## config.mk

```make
export PLATFORM = sky130hd
export DESIGN_NAME = char_lcd_nibble_interface
export DESIGN_NICKNAME = d
export VERILOG_FILES = /design/src/rtl/lcdni_pkg.sv /design/src/rtl/char_lcd_nibble_interface.sv /design/src/rtl/lcdni_datapath.sv /design/src/rtl/lcdni_ctrl.sv
export SDC_FILE = /design/constraint.sdc
export NUM_CORES = 1
export LEC_CHECK = 0
export ABC_AREA = 1
export BUFFER_PORTS_ARGS = -buffer_cell sky130_fd_sc_hd__clkbuf_2
export CAP_MARGIN = 20
export CELL_PAD_IN_SITES_DETAIL_PLACEMENT = 1
export CELL_PAD_IN_SITES_GLOBAL_PLACEMENT = 1
export CORE_MARGIN = 4
export CORE_UTILIZATION = 30
export CTS_BUF_LIST = sky130_fd_sc_hd__clkbuf_4 sky130_fd_sc_hd__clkbuf_8
export CTS_CLUSTER_SIZE = 10
export DETAILED_ROUTE_END_ITERATION = 16
export PLACE_DENSITY = 0.68
export SLEW_MARGIN = 15
export SYNTH_ARGS = -nofsm -noshare
export SYNTH_HDL_FRONTEND = slang
export SYNTH_SLANG_ARGS = --single-unit
```

## constraint.sdc

```tcl
create_clock -name aclk -period 1.75 [get_ports aclk]
set_input_delay 0.525 -clock aclk [delete_from_list [all_inputs] [get_ports aclk]]
set_output_delay 0.525 -clock aclk [all_outputs]
set_load 0.02 [all_outputs]
```

## src/rtl/lcdni_pkg.sv

```systemverilog
package lcdni_pkg;

    localparam int CLK_PER_US = 50;
    localparam int PRESC_W    = $clog2(CLK_PER_US);

    localparam int STROBE_W = 10;
    localparam logic [STROBE_W-1:0] STROBE_RESET = 10'd20;
    localparam int US_W = STROBE_W + 1;

    localparam int IDX_W = 5;
    localparam logic [IDX_W-1:0] INIT_LAST_IDX = 5'd25;
    localparam logic [IDX_W-1:0] BYTE_LAST_IDX = 5'd1;

    localparam int S_TDATA_W = 24;
    localparam int M_TDATA_W = 16;

    typedef logic [2:0] op_t;
    localparam op_t OP_DATA    = 3'd0;
    localparam op_t OP_CMD     = 3'd1;
    localparam op_t OP_CURSOR  = 3'd2;
    localparam op_t OP_CLEAR   = 3'd3;
    localparam op_t OP_HOME    = 3'd4;
    localparam op_t OP_DISPLAY = 3'd5;
    localparam op_t OP_INIT    = 3'd6;

    localparam logic [7:0] CMD_ROW0    = 8'h80;
    localparam logic [7:0] CMD_ROW1    = 8'hC0;
    localparam logic [7:0] CMD_CLEAR   = 8'h01;
    localparam logic [7:0] CMD_HOME    = 8'h02;
    localparam logic [7:0] CMD_DISPLAY = 8'h08;

    localparam logic [5:0] PAUSE_POWER_UP_MS = 6'd50;
    localparam logic [2:0] PAUSE_FIRST_MS    = 3'd5;
    localparam logic [2:0] PAUSE_INIT_MS     = 3'd1;
    localparam logic [2:0] PAUSE_SLOW_MS     = 3'd2;

    typedef struct packed {
        logic load;
        logic start;
        logic emit;
    } ctrl_cmd_t;

    typedef struct packed {
        logic op_known;
        logic timer_done;
        logic out_free;
        logic nib_last;
    } dp_sts_t;

    function automatic logic [7:0] init_cmd(input logic [3:0] i);
        logic [7:0] c;
        unique case (i)
            4'd0, 4'd1, 4'd2: c = 8'h30;
            4'd3, 4'd4:       c = 8'h20;
            4'd5:             c = 8'h28;
            4'd7:             c = 8'h08;
            4'd9:             c = 8'h01;
            4'd11:            c = 8'h06;
            4'd12:            c = 8'h0C;
            default:          c = 8'h00;
        endcase
        return c;
    endfunction

endpackage

```

## src/rtl/char_lcd_nibble_interface.sv

```systemverilog
// Character LCD controller for a 4-bit bus. One input transaction is a request (tuser: operation;
// tdata: byte, row, column, display/cursor/blink bits) and yields a run of nibble transactions,
// high nibble first, tlast on the final one; init yields 26, every other operation 2, and
// operation 7 is accepted and yields none. The pauses in each nibble are reported in
// milliseconds for the pin driver to honour. Each nibble is issued once the strobe counter, counting
// microseconds at a 50 MHz clock, reaches twice strobe_us after the previous nibble (or after
// acceptance) and the output register is free, so a low m_tready holds it back. The next request
// can be taken in the cycle after the last nibble of a run is emitted.
module char_lcd_nibble_interface (
    input  logic                            aclk,
    input  logic                            aresetn,
    input  logic                            cfg_we,
    input  logic [lcdni_pkg::STROBE_W-1:0]  cfg_wdata,   // strobe_us
    input  logic                            s_tvalid,
    output logic                            s_tready,
    // byte_value[7:0], row[9:8], column[15:10], display_on[16], cursor_on[17], blink_on[18]
    input  logic [lcdni_pkg::S_TDATA_W-1:0] s_tdata,
    input  logic [2:0]                      s_tuser,     // operation
    output logic                            m_tvalid,
    input  logic                            m_tready,
    // nibble[3:0], pause_before_ms[9:4], pause_after_ms[12:10]
    output logic [lcdni_pkg::M_TDATA_W-1:0] m_tdata,
    output logic                            m_tuser,     // register_select
    output logic                            m_tlast      // last_of_run
);

    lcdni_pkg::ctrl_cmd_t cmd;
    lcdni_pkg::dp_sts_t   sts;

    lcdni_ctrl u_ctrl (
        .aclk     (aclk),
        .aresetn  (aresetn),
        .s_tvalid (s_tvalid),
        .s_tready (s_tready),
        .sts      (sts),
        .cmd      (cmd)
    );

    lcdni_datapath u_datapath (
        .aclk      (aclk),
        .aresetn   (aresetn),
        .cfg_we    (cfg_we),
        .cfg_wdata (cfg_wdata),
        .s_tdata   (s_tdata),
        .s_tuser   (s_tuser),
        .m_tready  (m_tready),
        .m_tvalid  (m_tvalid),
        .m_tdata   (m_tdata),
        .m_tuser   (m_tuser),
        .m_tlast   (m_tlast),
        .cmd       (cmd),
        .sts       (sts)
    );

endmodule

```

## src/rtl/lcdni_datapath.sv

```systemverilog
module lcdni_datapath (
    input  logic                             aclk,
    input  logic                             aresetn,
    input  logic                             cfg_we,
    input  logic [lcdni_pkg::STROBE_W-1:0]   cfg_wdata,
    input  logic [lcdni_pkg::S_TDATA_W-1:0]  s_tdata,
    input  logic [2:0]                       s_tuser,
    input  logic                             m_tready,
    output logic                             m_tvalid,
    output logic [lcdni_pkg::M_TDATA_W-1:0]  m_tdata,
    output logic                             m_tuser,
    output logic                             m_tlast,
    input  lcdni_pkg::ctrl_cmd_t             cmd,
    output lcdni_pkg::dp_sts_t               sts
);

    logic [lcdni_pkg::STROBE_W-1:0] strobe_reg;
    lcdni_pkg::op_t                 op_reg;
    logic [7:0]                     bv_reg;
    logic [1:0]                     row_reg;
    logic [5:0]                     col_reg;
    logic [2:0]                     dcb_reg;
    logic [lcdni_pkg::IDX_W-1:0]    idx_reg, idx_next;
    logic [lcdni_pkg::PRESC_W-1:0]  presc_reg, presc_next;
    logic [lcdni_pkg::US_W-1:0]     us_reg, us_next;
    logic                           m_tvalid_reg;
    logic [lcdni_pkg::M_TDATA_W-1:0] m_tdata_reg;
    logic                           m_tuser_reg;
    logic                           m_tlast_reg;

    logic [lcdni_pkg::US_W-1:0] us_target;
    logic                       done;
    logic [7:0]                 cur_byte;
    logic [3:0]                 cur_nib;
    logic [5:0]                 before_ms;
    logic [2:0]                 after_ms;
    logic                       nib_last;
    logic                       slow_cmd;

    assign us_target = {strobe_reg, 1'b0};
    assign done      = us_reg >= us_target;

    always_comb begin
        presc_next = presc_reg;
        us_next    = us_reg;
        if (cmd.start) begin
            presc_next = '0;
            us_next    = '0;
        end else if (!done) begin
            if (presc_reg == lcdni_pkg::PRESC_W'(lcdni_pkg::CLK_PER_US - 1)) begin
                presc_next = '0;
                us_next    = us_reg + 1'b1;
            end else begin
                presc_next = presc_reg + 1'b1;
            end
        end
    end

    always_comb begin
        slow_cmd = 1'b0;
        unique case (op_reg)
            lcdni_pkg::OP_DATA, lcdni_pkg::OP_CMD: cur_byte = bv_reg;
            lcdni_pkg::OP_CURSOR: begin
                if (row_reg == 2'd0) begin
                    cur_byte = lcdni_pkg::CMD_ROW0 | {2'b00, col_reg};
                end else if (row_reg == 2'd1) begin
                    cur_byte = lcdni_pkg::CMD_ROW1 | {2'b00, col_reg};
                end else begin
                    cur_byte = {2'b00, col_reg};
                end
            end
            lcdni_pkg::OP_CLEAR: begin
                cur_byte = lcdni_pkg::CMD_CLEAR;
                slow_cmd = 1'b1;
            end
            lcdni_pkg::OP_HOME: begin
                cur_byte = lcdni_pkg::CMD_HOME;
                slow_cmd = 1'b1;
            end
            lcdni_pkg::OP_DISPLAY: begin
                cur_byte = lcdni_pkg::CMD_DISPLAY | {5'b00000, dcb_reg};
                slow_cmd = 1'b1;
            end
            lcdni_pkg::OP_INIT: cur_byte = lcdni_pkg::init_cmd(idx_reg[4:1]);
            default:            cur_byte = 8'h00;
        endcase
    end

    always_comb begin
        cur_nib   = idx_reg[0] ? cur_byte[3:0] : cur_byte[7:4];
        before_ms = '0;
        after_ms  = '0;
        if (op_reg == lcdni_pkg::OP_INIT) begin
            nib_last = idx_reg == lcdni_pkg::INIT_LAST_IDX;
            if (idx_reg == '0) begin
                before_ms = lcdni_pkg::PAUSE_POWER_UP_MS;
            end
            if (idx_reg[0]) begin
                after_ms = (idx_reg[4:1] == 4'd0) ? lcdni_pkg::PAUSE_FIRST_MS
                                                  : lcdni_pkg::PAUSE_INIT_MS;
            end
        end else begin
            nib_last = idx_reg == lcdni_pkg::BYTE_LAST_IDX;
            if (idx_reg[0] && slow_cmd) begin
                after_ms = lcdni_pkg::PAUSE_SLOW_MS;
            end
        end
    end

    always_comb begin
        idx_next = idx_reg;
        if (cmd.load) begin
            idx_next = '0;
        end else if (cmd.emit) begin
            idx_next = nib_last ? '0 : idx_reg + 1'b1;
        end
    end

    always_ff @(posedge aclk) begin
        if (!aresetn) begin
            strobe_reg   <= lcdni_pkg::STROBE_RESET;
            idx_reg      <= '0;
            presc_reg    <= '0;
            us_reg       <= '0;
            m_tvalid_reg <= 1'b0;
        end else begin
            if (cfg_we) begin
                strobe_reg <= cfg_wdata;
            end
            idx_reg   <= idx_next;
            presc_reg <= presc_next;
            us_reg    <= us_next;
            if (cmd.emit) begin
                m_tvalid_reg <= 1'b1;
            end else if (m_tready) begin
                m_tvalid_reg <= 1'b0;
            end
        end
    end

    always_ff @(posedge aclk) begin
        if (cmd.load) begin
            op_reg  <= s_tuser;
            bv_reg  <= s_tdata[7:0];
            row_reg <= s_tdata[9:8];
            col_reg <= s_tdata[15:10];
            dcb_reg <= {s_tdata[16], s_tdata[17], s_tdata[18]};
        end
        if (cmd.emit) begin
            m_tdata_reg <= {3'b000, after_ms, before_ms, cur_nib};
            m_tuser_reg <= op_reg == lcdni_pkg::OP_DATA;
            m_tlast_reg <= nib_last;
        end
    end

    assign m_tvalid = m_tvalid_reg;
    assign m_tdata  = m_tdata_reg;
    assign m_tuser  = m_tuser_reg;
    assign m_tlast  = m_tlast_reg;

    assign sts.op_known   = s_tuser <= lcdni_pkg::OP_INIT;
    assign sts.timer_done = done;
    assign sts.out_free   = !m_tvalid_reg || m_tready;
    assign sts.nib_last   = nib_last;

`ifndef SYNTH
    a_idx_range: assert property (@(posedge aclk) disable iff (!aresetn)
        idx_reg <= lcdni_pkg::INIT_LAST_IDX)
        else $error("nibble index out of range");
    a_emit_valid: assert property (@(posedge aclk) disable iff (!aresetn)
        cmd.emit |=> m_tvalid)
        else $error("emitted nibble not presented");
    a_timer_hold: assert property (@(posedge aclk) disable iff (!aresetn)
        (done && !cmd.start) |=> $stable(us_reg))
        else $error("strobe timer ran past its target");
`endif

endmodule

```

## src/rtl/lcdni_ctrl.sv

```systemverilog
module lcdni_ctrl (
    input  logic                 aclk,
    input  logic                 aresetn,
    input  logic                 s_tvalid,
    output logic                 s_tready,
    input  lcdni_pkg::dp_sts_t   sts,
    output lcdni_pkg::ctrl_cmd_t cmd
);

    typedef enum logic {
        ST_IDLE,
        ST_RUN
    } state_t;

    state_t state_reg;
    logic   ready_reg;
    logic   accept;

    assign accept    = s_tvalid && ready_reg;
    assign s_tready  = ready_reg;

    always_comb begin
        cmd.load  = 1'b0;
        cmd.start = 1'b0;
        cmd.emit  = 1'b0;
        unique case (state_reg)
            ST_IDLE: begin
                cmd.load  = accept;
                cmd.start = accept;
            end
            ST_RUN: begin
                cmd.emit  = sts.timer_done && sts.out_free;
                cmd.start = cmd.emit && !sts.nib_last;
            end
            default: ;
        endcase
    end

    always_ff @(posedge aclk) begin
        if (!aresetn) begin
            state_reg <= ST_IDLE;
            ready_reg <= 1'b1;
        end else begin
            unique case (state_reg)
                ST_IDLE: begin
                    if (accept && sts.op_known) begin
                        state_reg <= ST_RUN;
                        ready_reg <= 1'b0;
                    end
                end
                ST_RUN: begin
                    if (cmd.emit && sts.nib_last) begin
                        state_reg <= ST_IDLE;
                        ready_reg <= 1'b1;
                    end
                end
                default: state_reg <= ST_IDLE;
            endcase
        end
    end

`ifndef SYNTH
    a_emit_free: assert property (@(posedge aclk) disable iff (!aresetn)
        cmd.emit |-> sts.out_free)
        else $error("nibble emitted over a waiting transaction");
    a_ready_run: assert property (@(posedge aclk) disable iff (!aresetn)
        (state_reg == ST_RUN) |-> !ready_reg)
        else $error("ready raised during a run");
    a_last_ready: assert property (@(posedge aclk) disable iff (!aresetn)
        (cmd.emit && sts.nib_last) |=> ready_reg)
        else $error("ready not restored after final nibble");
`endif

endmodule
```

* Word-level counts from Yosys, hierarchy flattened
Memories as Yosys holds them, arrays and structs flattened. A register that Yosys moved wholly into a read port is not among the register bits.
Index checks and enable logic that the tools add are counted.
** Word-level totals
- Memories :: 1
- Input port bits :: 42
- Flip-flop bits (word level) :: 72
- Memory bits (read-only) :: 96
** Memory list
- (no name shown) :: words 16, bits a word 6, read ports 1, clocked after Yosys merged registers in 1, write ports 0, line lcdni_pkg.sv:52 : unique case (i)
** Cells by class
- Bitwise operators :: 3
- Multiplexer cells :: 26
- $add $sub $neg :: 3
- Equal/unequal tests :: 12
- Reductions and logical operators :: 20
- Magnitude comparators :: 2
** Operator list (count)
- case mux 8 bit (6 select lines) :: 1
- 2-to-1 mux 8 bit :: 2
- 2-to-1 mux 4 bit :: 3
- 2-to-1 mux 6 bit :: 2
- adder 11 x 1 -> 11 bit, second input constant :: 1
- greater-or-equal comparator 11 bit :: 1
- 2-to-1 mux 1 bit :: 10
- equality test 3 bit, second input constant :: 3
- 2-to-1 mux 3 bit :: 3
- adder 6 x 1 -> 6 bit, second input constant :: 1
- equality test 3 x 2 -> 1 bit, second input constant :: 2
- equality test 6 bit, second input constant :: 1
- logical AND 1 bit :: 6
- case mux 1 bit (2 select lines) :: 3
- OR reduction 2 bit :: 3
- adder 5 x 1 -> 5 bit, second input constant :: 1
- equality test 5 x 1 -> 1 bit, second input constant :: 1
- equality test 5 bit, second input constant :: 1
- zero test 5 bit :: 1
- 2-to-1 mux 5 bit :: 1
- zero test 4 bit :: 1
- AND reduction 2 bit :: 2
- equality test 3 x 1 -> 1 bit, second input constant :: 1
- <= comparator 3 bit, second input constant :: 1
- other kinds (11) :: 14

* Longest topological paths before layout
Gate-level depths: netlist of the first run.
- Depth in word-level cells :: 7
- Depth in mapped cells :: 16
- Depth with buffers taken out :: 16

* Cells and area by module
A second synthesis of the first run with hierarchy kept.
** Second synthesis, totals
- Cells, all modules :: 438
- Area total of the unflattened synthesis :: 3723.6 um^2
** By module, submodules not included
- lcdni_datapath :: instances 1, cells each 420, area an instance 3604.7 um^2, sequential area each 1741.7 um^2
- lcdni_ctrl :: instances 1, cells each 18, area an instance 118.9 um^2, sequential area each 40.0 um^2

* Worst setup path after synthesis of the first run
Ideal clock, no wire load.
- Kind :: reg2reg
- From :: register u_datapath.us_reg[6] in the netlist's numbering
- To :: register u_datapath.presc_reg[1] in the netlist's numbering
- Setup time :: 0.116 ns
- Path slack :: -0.070 ns
- Path buffers :: 1
- Clock period less this slack :: 1.820 ns
- Data arrival time :: 1.705 ns
- Stages on the path, launching flop included :: 14
- Cells stage by stage :: dfxtp_1 > ha_1 > nand2_1 > nor2_1 > nand2_1 > nand3_1 > nand2_2 > nand2_4 > nand2_4 > inv_4 > nand2_4 > nand2_4 > buf_6 > nor2_1
** On the way
- Cells in the longest elaborated chain, start to end :: 5
** Ends and longest elaborated chain
- from (decl) :: line lcdni_datapath.sv:25 : logic [lcdni_pkg::US_W-1:0] us_reg, us_next;
- from (signal assigned) :: line lcdni_datapath.sv:132 : us_reg <= us_next;
- greater-or-equal comparator 11 bit * :: line lcdni_datapath.sv:41 : assign done = us_reg >= us_target;
- logical AND 1 bit :: line lcdni_ctrl.sv:32 : cmd.emit = sts.timer_done && sts.out_free;
- logical AND 1 bit :: line lcdni_ctrl.sv:33 : cmd.start = cmd.emit && !sts.nib_last;
- case mux 1 bit (2 select lines) :: line lcdni_ctrl.sv:26 : unique case (state_reg)
- OR reduction 2 bit (no source line)
- to (signal assigned) :: line lcdni_datapath.sv:131 : presc_reg <= presc_next;
- to (decl) :: line lcdni_datapath.sv:24 : logic [lcdni_pkg::PRESC_W-1:0] presc_reg, presc_next;
Every way passes the cells marked *; elsewhere a longest branch is shown, timed or not.
A chain may end at the register's enable or synchronous reset.

==> reports/qor.txt, run 1 <==
status: finished, violations left
failing checks: negative setup slack
layout cells sized above 1: 45.82%
crit end category: flop
WP data arrival: 2.11 ns
CP Launch Type: flop
TritonCTS clock tree: built
Post-synth EDFFs: 32
die area: 13690 sq um
synth top area cells: edfxtp_1 27%, dfxtp_1 23%, nand2_1 7.2%, ha_1 5.6%, inv_1 5.3%
global route overflow: 0
chip width: 117.0 microns
vias per cell: 4.659
Max Freq: 539.8 MHz
RSZ-0062 raised after global routing: true
Syn Std Cell Area: 3565 sq um
Setup WS post-layout: -0.1025 ns
Worst Skew: 0.01672 ns
Iter 0 DRT Violations: 93
Final Instance Count excl. Fillers: 634
min-delay worst type: in -> reg
largest net degree at the start of global routing: 23
initial antenna violation count: 0
Register Area: 1805 sq um
Final Max Slew Viols: 0
Filler Cell Count: 1341
CTS sink cnt: 73
wire per inst: 15.01 microns
Post-Place Cells: 606
Post-Syn Instances: 388
via count: 2954
residual DRC count: 0
post-layout util: 43.02%
Max VDD drop: 0.3193 mV
# diodes: 0
CP required: 2.00 ns
CTS Hold Bufs: 0
maximum buffer depth of the clock tree: 2
CTS clk-pin slew, worst paths: 0.09 ns
drt total wl: 9514 microns
min cycle time layout: 1.852 ns
Avg Inst Size Synth: 9.187 sq um
root buffer cell: clkbuf_8
clk_lat worst skew: 0.36 ns
number of synthesized register bits: 73
FP Rows: 39
Final Cycle Share: 105.9%
first-pass GRT wire length: 15480 microns
Post-synth top flop: dfxtp_1
Die H: 117.0 microns
area of the multi-input gates: 1938 sq um
Final setup viols: 34
GRT Total Usage: 14.64%
Leakage: 2.117 nW
I/O pins: 62
core area: 11520 sq um
max FFs per register: 11
number of global-route vias before repair: 3248
number of I/O port buffers: 50
Num CTS Buffers: 9
Setup WS pre-CTS: -0.2462 ns
setup TNS: -1.705 ns
Syn-to-layout area delta: 39.00%
power density over the cells: 735.8 nW/um^2
Seq/Total Area, Yosys: 49.98%
max-cap viol count: 0
GP Congestion: 0.8225
initial cell density of the core: 30.95%
fraction of registers with async set/reset: 0%
CTS H-tree lvls: 3
R2R depth: 14
WHS Path Cells: 1
most common cell after layout, fill and taps aside: nand2_1
Hold Fails Final Rpt: 0
Pwr Total: 3.646 mW
Yosys top cell area share: 26.96%
Final Net Count: 544
critical-path maximum fanout: 4
Detail Route Antenna Nets: 0
Netlist cell types: 39
most frequent cells in the layout: 53 x nand2_1, 50 x clkbuf_2, 38 x inv_1
Synth Warn #: 0
Setup CP Type: reg -> reg
Synth area leader: edfxtp_1
post-DP HPWL: 6726 microns
iteration count of the initial detailed-routing pass: 4
## cell type report
cell class | instances | share of cell area (%)
tap | 143 | 3.611
clock buffer | 10 | 2.652
timing repair buffer | 92 | 12.37
sequential | 73 | 36.44
inverter | 56 | 4.444
multi-input combinational | 254 | 39.12
clock inverter | 6 | 1.364
## metal layers
layer / vias up / wire length (microns) / GRT usage (%)
li1: 1491 / - / -
met2: 53 / 5270 / 27.57
met1: 1387 / 3652 / 15.46
met4: 0 / 259 / 6.040
met3: 23 / 331 / 3.599
met5: - / 0 / 0
## power by group
part	switching, mW	internal (mW)
clock	0.670	0.679
combinational	0.244	0.163
sequential	0.0365	1.85
total	0.950	2.70
## synthesized netlist by cell type (3+ instances only)
cell type and n:
o21ai_0 18, nor2_2 3, nor2_1 24, xnor2_1 3, inv_1 50, inv_2 5, ha_1 16, nand2_4 6
nand3_1 20, nand4_1 7, nand3_2 3, nand2_2 6, a22oi_1 5, nor3_1 7, nand2_1 68, buf_4 9
a21oi_1 26, edfxtp_1 32, dfxtp_1 41, xor2_1 5, a21oi_2 8
## through the flow
step,cell area (sq um),hold slack [ns]
final,4955,0.3301
after global routing,4955,0.3098
after CTS,4822,0.3102
after detailed placement,4194,0.4879
after global placement,4194,0.4772
after floorplan,3611,0.4367
## path summary, 6_finish.rpt
kind	startpoint	end	slack [ns]
max	u_datapath.strobe_reg[5]$_SDFFE_PN0P_	flop	-0.10
min	s_tdata[10]	u_datapath.col_reg[0]$_DFFE_PP_	0.33
max reg2reg	u_datapath.strobe_reg[5]$_SDFFE_PN0P_	flop	-0.10
min reg2reg	u_datapath.strobe_reg[4]$_SDFFE_PN1P_	u_datapath.strobe_reg[4]$_SDFFE_PN1P_	0.50
## worst max-delay path, cell delays in order (launching register included)
cell and delay [ns]:
dfxtp_2 0.33, inv_2 0.05, ha_4 0.27, nand2_4 0.05, nor2_4 0.10, nand2_2 0.09, nand3_4 0.08, nand2_4 0.09
buf_12 0.14, nand2_4 0.07, nand3_1 0.12, nand3_4 0.13, inv_1 0.07, nand3_1 0.08, nand2_1 0.05
## what timing repair did
item,4_1_cts,5_1_grt
endpoints found under the setup margin,39,43
setup buffers,7,3
pin swaps,32,16
gates resized for setup,79,30
gates cloned,2,0
## logic make-up after synthesis
| logic type | count (synthesis) | share of synthesized area [%] |
|---|---|---|
| AO/OA/AOI/OAI | 65 | 10.95 |
| XOR/XNOR | 8 | 1.966 |
| adder cells (fa/ha/maj) | 16 | 5.616 |
| buffers and inverters | 68 | 8.389 |
| flip-flops | 73 | 49.98 |
| other | 1 | 0.1052 |
| AND/OR/NAND/NOR | 157 | 22.99 |
Note: power is estimated with default switching activity, not from simulation.
==> run 2: changes to the inputs <==
- CORE_UTILIZATION: 30 -> 44
- PLACE_DENSITY: 0.68 -> 0.88
- clock period: 1.75 -> 1.85 ns (I/O delays scaled with it)
==> reports/qor.txt, run 2 (same netlist as run 1, synthesis figures left out) <==
status: finished, violations left
failing checks: negative setup slack
GRT Total Usage: 26.31%
clk_lat worst skew: 0.37 ns
CTS clk-pin slew, worst paths: 0.09 ns
number of I/O port buffers: 50
CP required: 2.16 ns
residual DRC count: 0
min cycle time layout: 2.058 ns
Iter 0 DRT Violations: 225
Final Cycle Share: 111.3%
GP Congestion: 0.8605
min-delay worst type: in -> reg
Syn-to-layout area delta: 38.68%
root buffer cell: clkbuf_8
initial cell density of the core: 45.66%
Setup WS pre-CTS: -0.1570 ns
critical-path maximum fanout: 5
Final Instance Count excl. Fillers: 586
drt total wl: 14050 microns
CTS H-tree lvls: 3
critical path, cell by cell: inv_2 > ha_4 > nand2_4 > nor2_1 > nand2_4 > nand2_2 > nand3_4 > nand2_4 > nand2_8 > nor2_4 > nand2_2 > nand2_1
wire per inst: 23.98 microns
Filler Cell Count: 855
CP most frequent cell: nand2_4
# diodes: 0
max-cap viol count: 0
number of global-route vias before repair: 3563
via count: 3358
Final Net Count: 537
slowest cell on the critical path: dfxtp_2
post-layout util: 63.32%
TritonCTS clock tree: built
Pwr Total: 3.595 mW
die area: 9606 sq um
most common cell after layout, fill and taps aside: clkbuf_2
Worst Skew: 0.009601 ns
Post-Place Cells: 559
CP max stage delay: 0.35 ns
largest net degree at the start of global routing: 23
CP Launch Type: flop
CTS Hold Bufs: 0
Hold Fails Final Rpt: 0
post-DP HPWL: 7134 microns
layout cells sized above 1: 47.31%
max FFs per register: 11
FP Rows: 32
core area: 7807 sq um
power density over the cells: 727.3 nW/um^2
WP data arrival: 2.37 ns
first-pass GRT wire length: 19290 microns
Final Max Slew Viols: 0
Detail Route Antenna Nets: 0
iteration count of the initial detailed-routing pass: 5
crit end category: flop
chip width: 98.01 microns
Max VDD drop: 0.5476 mV
Max Freq: 485.8 MHz
hold_ws: 0.3530 ns
CTS sink cnt: 73
I/O pins: 62
Num CTS Buffers: 9
maximum buffer depth of the clock tree: 2
global route overflow: 0
Final setup viols: 38
initial antenna violation count: 0
RSZ-0062 raised after global routing: true
Die H: 98.01 microns
Setup CP Type: reg -> reg
Leakage: 2.084 nW
vias per cell: 5.730
Setup WS post-layout: -0.2084 ns
most frequent cells in the layout: 50 x clkbuf_2, 48 x nand2_1, 39 x inv_1
## run 2: cell count changes in the layout (fill, tap and decap cells not counted), moves of 3 or more
cell	before	now
buf_4	35	28
nand2_1	53	48
nand2_2	8	14
nand2_4	16	13
nand3_1	17	13
nand3_2	4	8
nor2_2	8	4
nor2_4	6	10
o21ai_0	16	12
o21ai_1	2	5
## run 2: layer usage
| metal | global-route usage, % | part of all wire (%) | routed length [microns] |
|---|---|---|---|
| met5 | 0 | 0 | 0 |
| met4 | 13.63 | 6.3 | 888 |
| met3 | 4.857 | 5.3 | 738 |
| met2 | 49.90 | 54 | 7566 |
| met1 | 27.22 | 35 | 4861 |
## run 2: timing repair
action,4_1_cts,5_1_grt
resized for setup,72,68
pin swaps,13,20
cloned,1,2
setup endpoints to repair,37,41
setup buffers,4,4
## run 2: critical path, delay by kind of cell, from the launching register on
family / cells / cell delay (ns)
buffers and inverters: 1 / 0.06
DFF: 1 / 0.35
and+or+nand+nor: 10 / 1.29
adders and majority gates: 1 / 0.27
## run 2: final timing paths
path,depth (start not counted),slack [ns],end,start
max,12,-0.21,flop,u_datapath.strobe_reg[8]$_SDFFE_PN0P_
min,1,0.35,u_datapath.bv_reg[7]$_DFFE_PP_,s_tdata[7]
max reg2reg,12,-0.21,flop,u_datapath.strobe_reg[8]$_SDFFE_PN0P_
min reg2reg,2,0.49,u_datapath.strobe_reg[7]$_SDFFE_PN0P_,u_datapath.strobe_reg[7]$_SDFFE_PN0P_
## run 2: area by class of cell
type                            instances  area, sq um  share of cell area (%)
Tap cell                              102        127.6                   2.582
Clock inverter                          7        77.57                   1.569
Clock buffer                            9        123.9                   2.506
Multi-Input combinational cell        254         2017                   40.80
Timing Repair Buffer                   85        561.8                   11.36
Sequential cell                        73         1808                   36.57
Inverter                               56        227.7                   4.606
## run 2: metrics by stage
stage	cell area (sq um)	TNS, ns
after floorplan	3583	0
after global placement	4083	-0.3484
after detailed placement	4083	-3.454
after CTS	4618	-0.07183
after global routing	4943	-4.564
final	4943	-2.552
## run 2: power by group
| part | total (mW) | switching (mW) | leakage [nW] | internal [mW] |
|---|---|---|---|---|
| Clock | 1.38 | 0.745 | 0.100 | 0.636 |
| Sequential | 1.80 | 0.0467 | 0.635 | 1.75 |
| Combinational | 0.414 | 0.272 | 1.35 | 0.142 |
==> run 3: changes to the inputs <==
- MAX_ROUTING_LAYER: unset -> met4
- PLACE_DENSITY: 0.88 -> unset
- PLACE_DENSITY_LB_ADDON: unset -> 0.1
- SLEW_MARGIN: 15 -> unset
==> reports/qor.txt, run 3 (same netlist as run 1, synthesis figures left out) <==
Syn-to-layout area delta: 35.31%
CP Launch Type: flop
min-delay worst type: in -> reg
hold_ws: 0.3794 ns
most frequent cells in the layout: 52 x nand2_1, 50 x clkbuf_2, 38 x inv_1
most common cell after layout, fill and taps aside: nand2_1
Setup CP Type: reg -> reg
root buffer cell: clkbuf_8
Final Net Count: 535
via count: 2984
wire per inst: 16.52 microns
GRT Total Usage: 19.98%
Worst Skew: 0.009477 ns
CP required: 2.09 ns
Max VDD drop: 0.4422 mV
# diodes: 0
met3 usage: 5.143%
Final Max Slew Viols: 0
GRT busiest layer: met2
critical-path maximum fanout: 8
TritonCTS clock tree: built
crit end category: flop
Final Cycle Share: 100.4%
die area: 9606 sq um
WP data arrival: 2.10 ns
Detail Route Antenna Nets: 0
drt total wl: 9650 microns
Iter 0 DRT Violations: 93
largest net degree at the start of global routing: 22
initial antenna violation count: 0
Setup WS post-layout: -0.007727 ns
Die H: 98.01 microns
core area: 7807 sq um
Setup WS pre-CTS: -0.08237 ns
power density over the cells: 740.8 nW/um^2
CTS Hold Bufs: 0
FP Rows: 32
max FFs per register: 11
iteration count of the initial detailed-routing pass: 4
Max Freq: 538.3 MHz
chip width: 98.01 microns
met2 GRT Util: 36.07%
clk_lat worst skew: 0.35 ns
GP Congestion: 0.8840
Leakage: 2.048 nW
Final setup viols: 2
global route overflow: 0
I/O pins: 62
Pwr Total: 3.573 mW
residual DRC count: 0
post-DP HPWL: 6283 microns
number of I/O port buffers: 50
failing checks: negative setup slack
Hold Fails Final Rpt: 0
first-pass GRT wire length: 14920 microns
initial cell density of the core: 45.66%
met1 Use GR: 21.09%
vias per cell: 5.110
max-cap viol count: 0
CTS H-tree lvls: 3
RSZ-0062 raised after global routing: true
CTS sink cnt: 73
CTS clk-pin slew, worst paths: 0.08 ns
number of global-route vias before repair: 3128
status: finished, violations left
Num CTS Buffers: 9
maximum buffer depth of the clock tree: 2
layout cells sized above 1: 44.61%
min cycle time layout: 1.858 ns
==> run 3: per-layer routing <==
| metal | vias up | wire [microns] |
|---|---|---|
| li1 | 1464 | - |
| met1 | 1466 | 3714 |
| met2 | 46 | 5567 |
| met3 | 8 | 243 |
| met4 | 0 | 125 |
| met5 | - | 0 |
==> run 3: cell type report <==
class | count | area [sq um]
fillers | 897 | 2984
well taps | 102 | 127.6
repair buffers | 84 | 536.8
inverters | 56 | 217.7
clock buffers | 9 | 123.9
clock inverters | 7 | 95.09
flip-flops and latches | 73 | 1800
multi-input cells | 253 | 1922
==> run 3: report_power, final <==
group / total (mW) / switching, mW / leakage (nW) / internal (mW)
clock network: 1.38 / 0.620 / 0.109 / 0.759
logic: 0.399 / 0.244 / 1.30 / 0.155
registers: 1.80 / 0.0396 / 0.635 / 1.76
total: 3.57 / 0.904 / 2.05 / 2.67
==> run 3: final timing paths <==
kind,from,to,slack (ns),cells past startpoint
min,s_tdata[9],u_datapath.row_reg[1]$_DFFE_PP_,0.38,1
min reg2reg,u_datapath.strobe_reg[9]$_SDFFE_PN0P_,u_datapath.strobe_reg[9]$_SDFFE_PN0P_,0.48,2
max reg2reg,u_datapath.strobe_reg[5]$_SDFFE_PN0P_,flop,-0.008,14
max,u_datapath.strobe_reg[5]$_SDFFE_PN0P_,flop,-0.008,14
==> run 3: metrics by stage <==
stage	cell area (sq um)	cells	utilization, %	TNS [ns]
final	4823	584	61.78	-0.01302
after global routing	4823	584	61.78	-1.892
after CTS	4521	579	57.90	-0.004942
after detailed placement	4098	561	52.48	-1.085
after global placement	4098	561	52.48	-0.4176
after floorplan	3583	393	-	0
==> run 3: worst max-delay path: stages (launching register included) <==
cell and delay [ns]:
dfxtp_2 0.33, inv_2 0.05, ha_4 0.27, nand2_4 0.06, nor2_4 0.14, nand3_2 0.07, nand2_1 0.07, inv_2 0.06
nand2_8 0.13, buf_6 0.13, nand3_2 0.08, nand3_4 0.15, inv_1 0.07, nand3_1 0.09, nand2_1 0.05
==> run 3: timing repair <==
item	in CTS	in global routing
pin swaps	14	26
cloned	0	1
setup endpoints to repair	34	38
resized for setup	38	75
buffers inserted	2	4
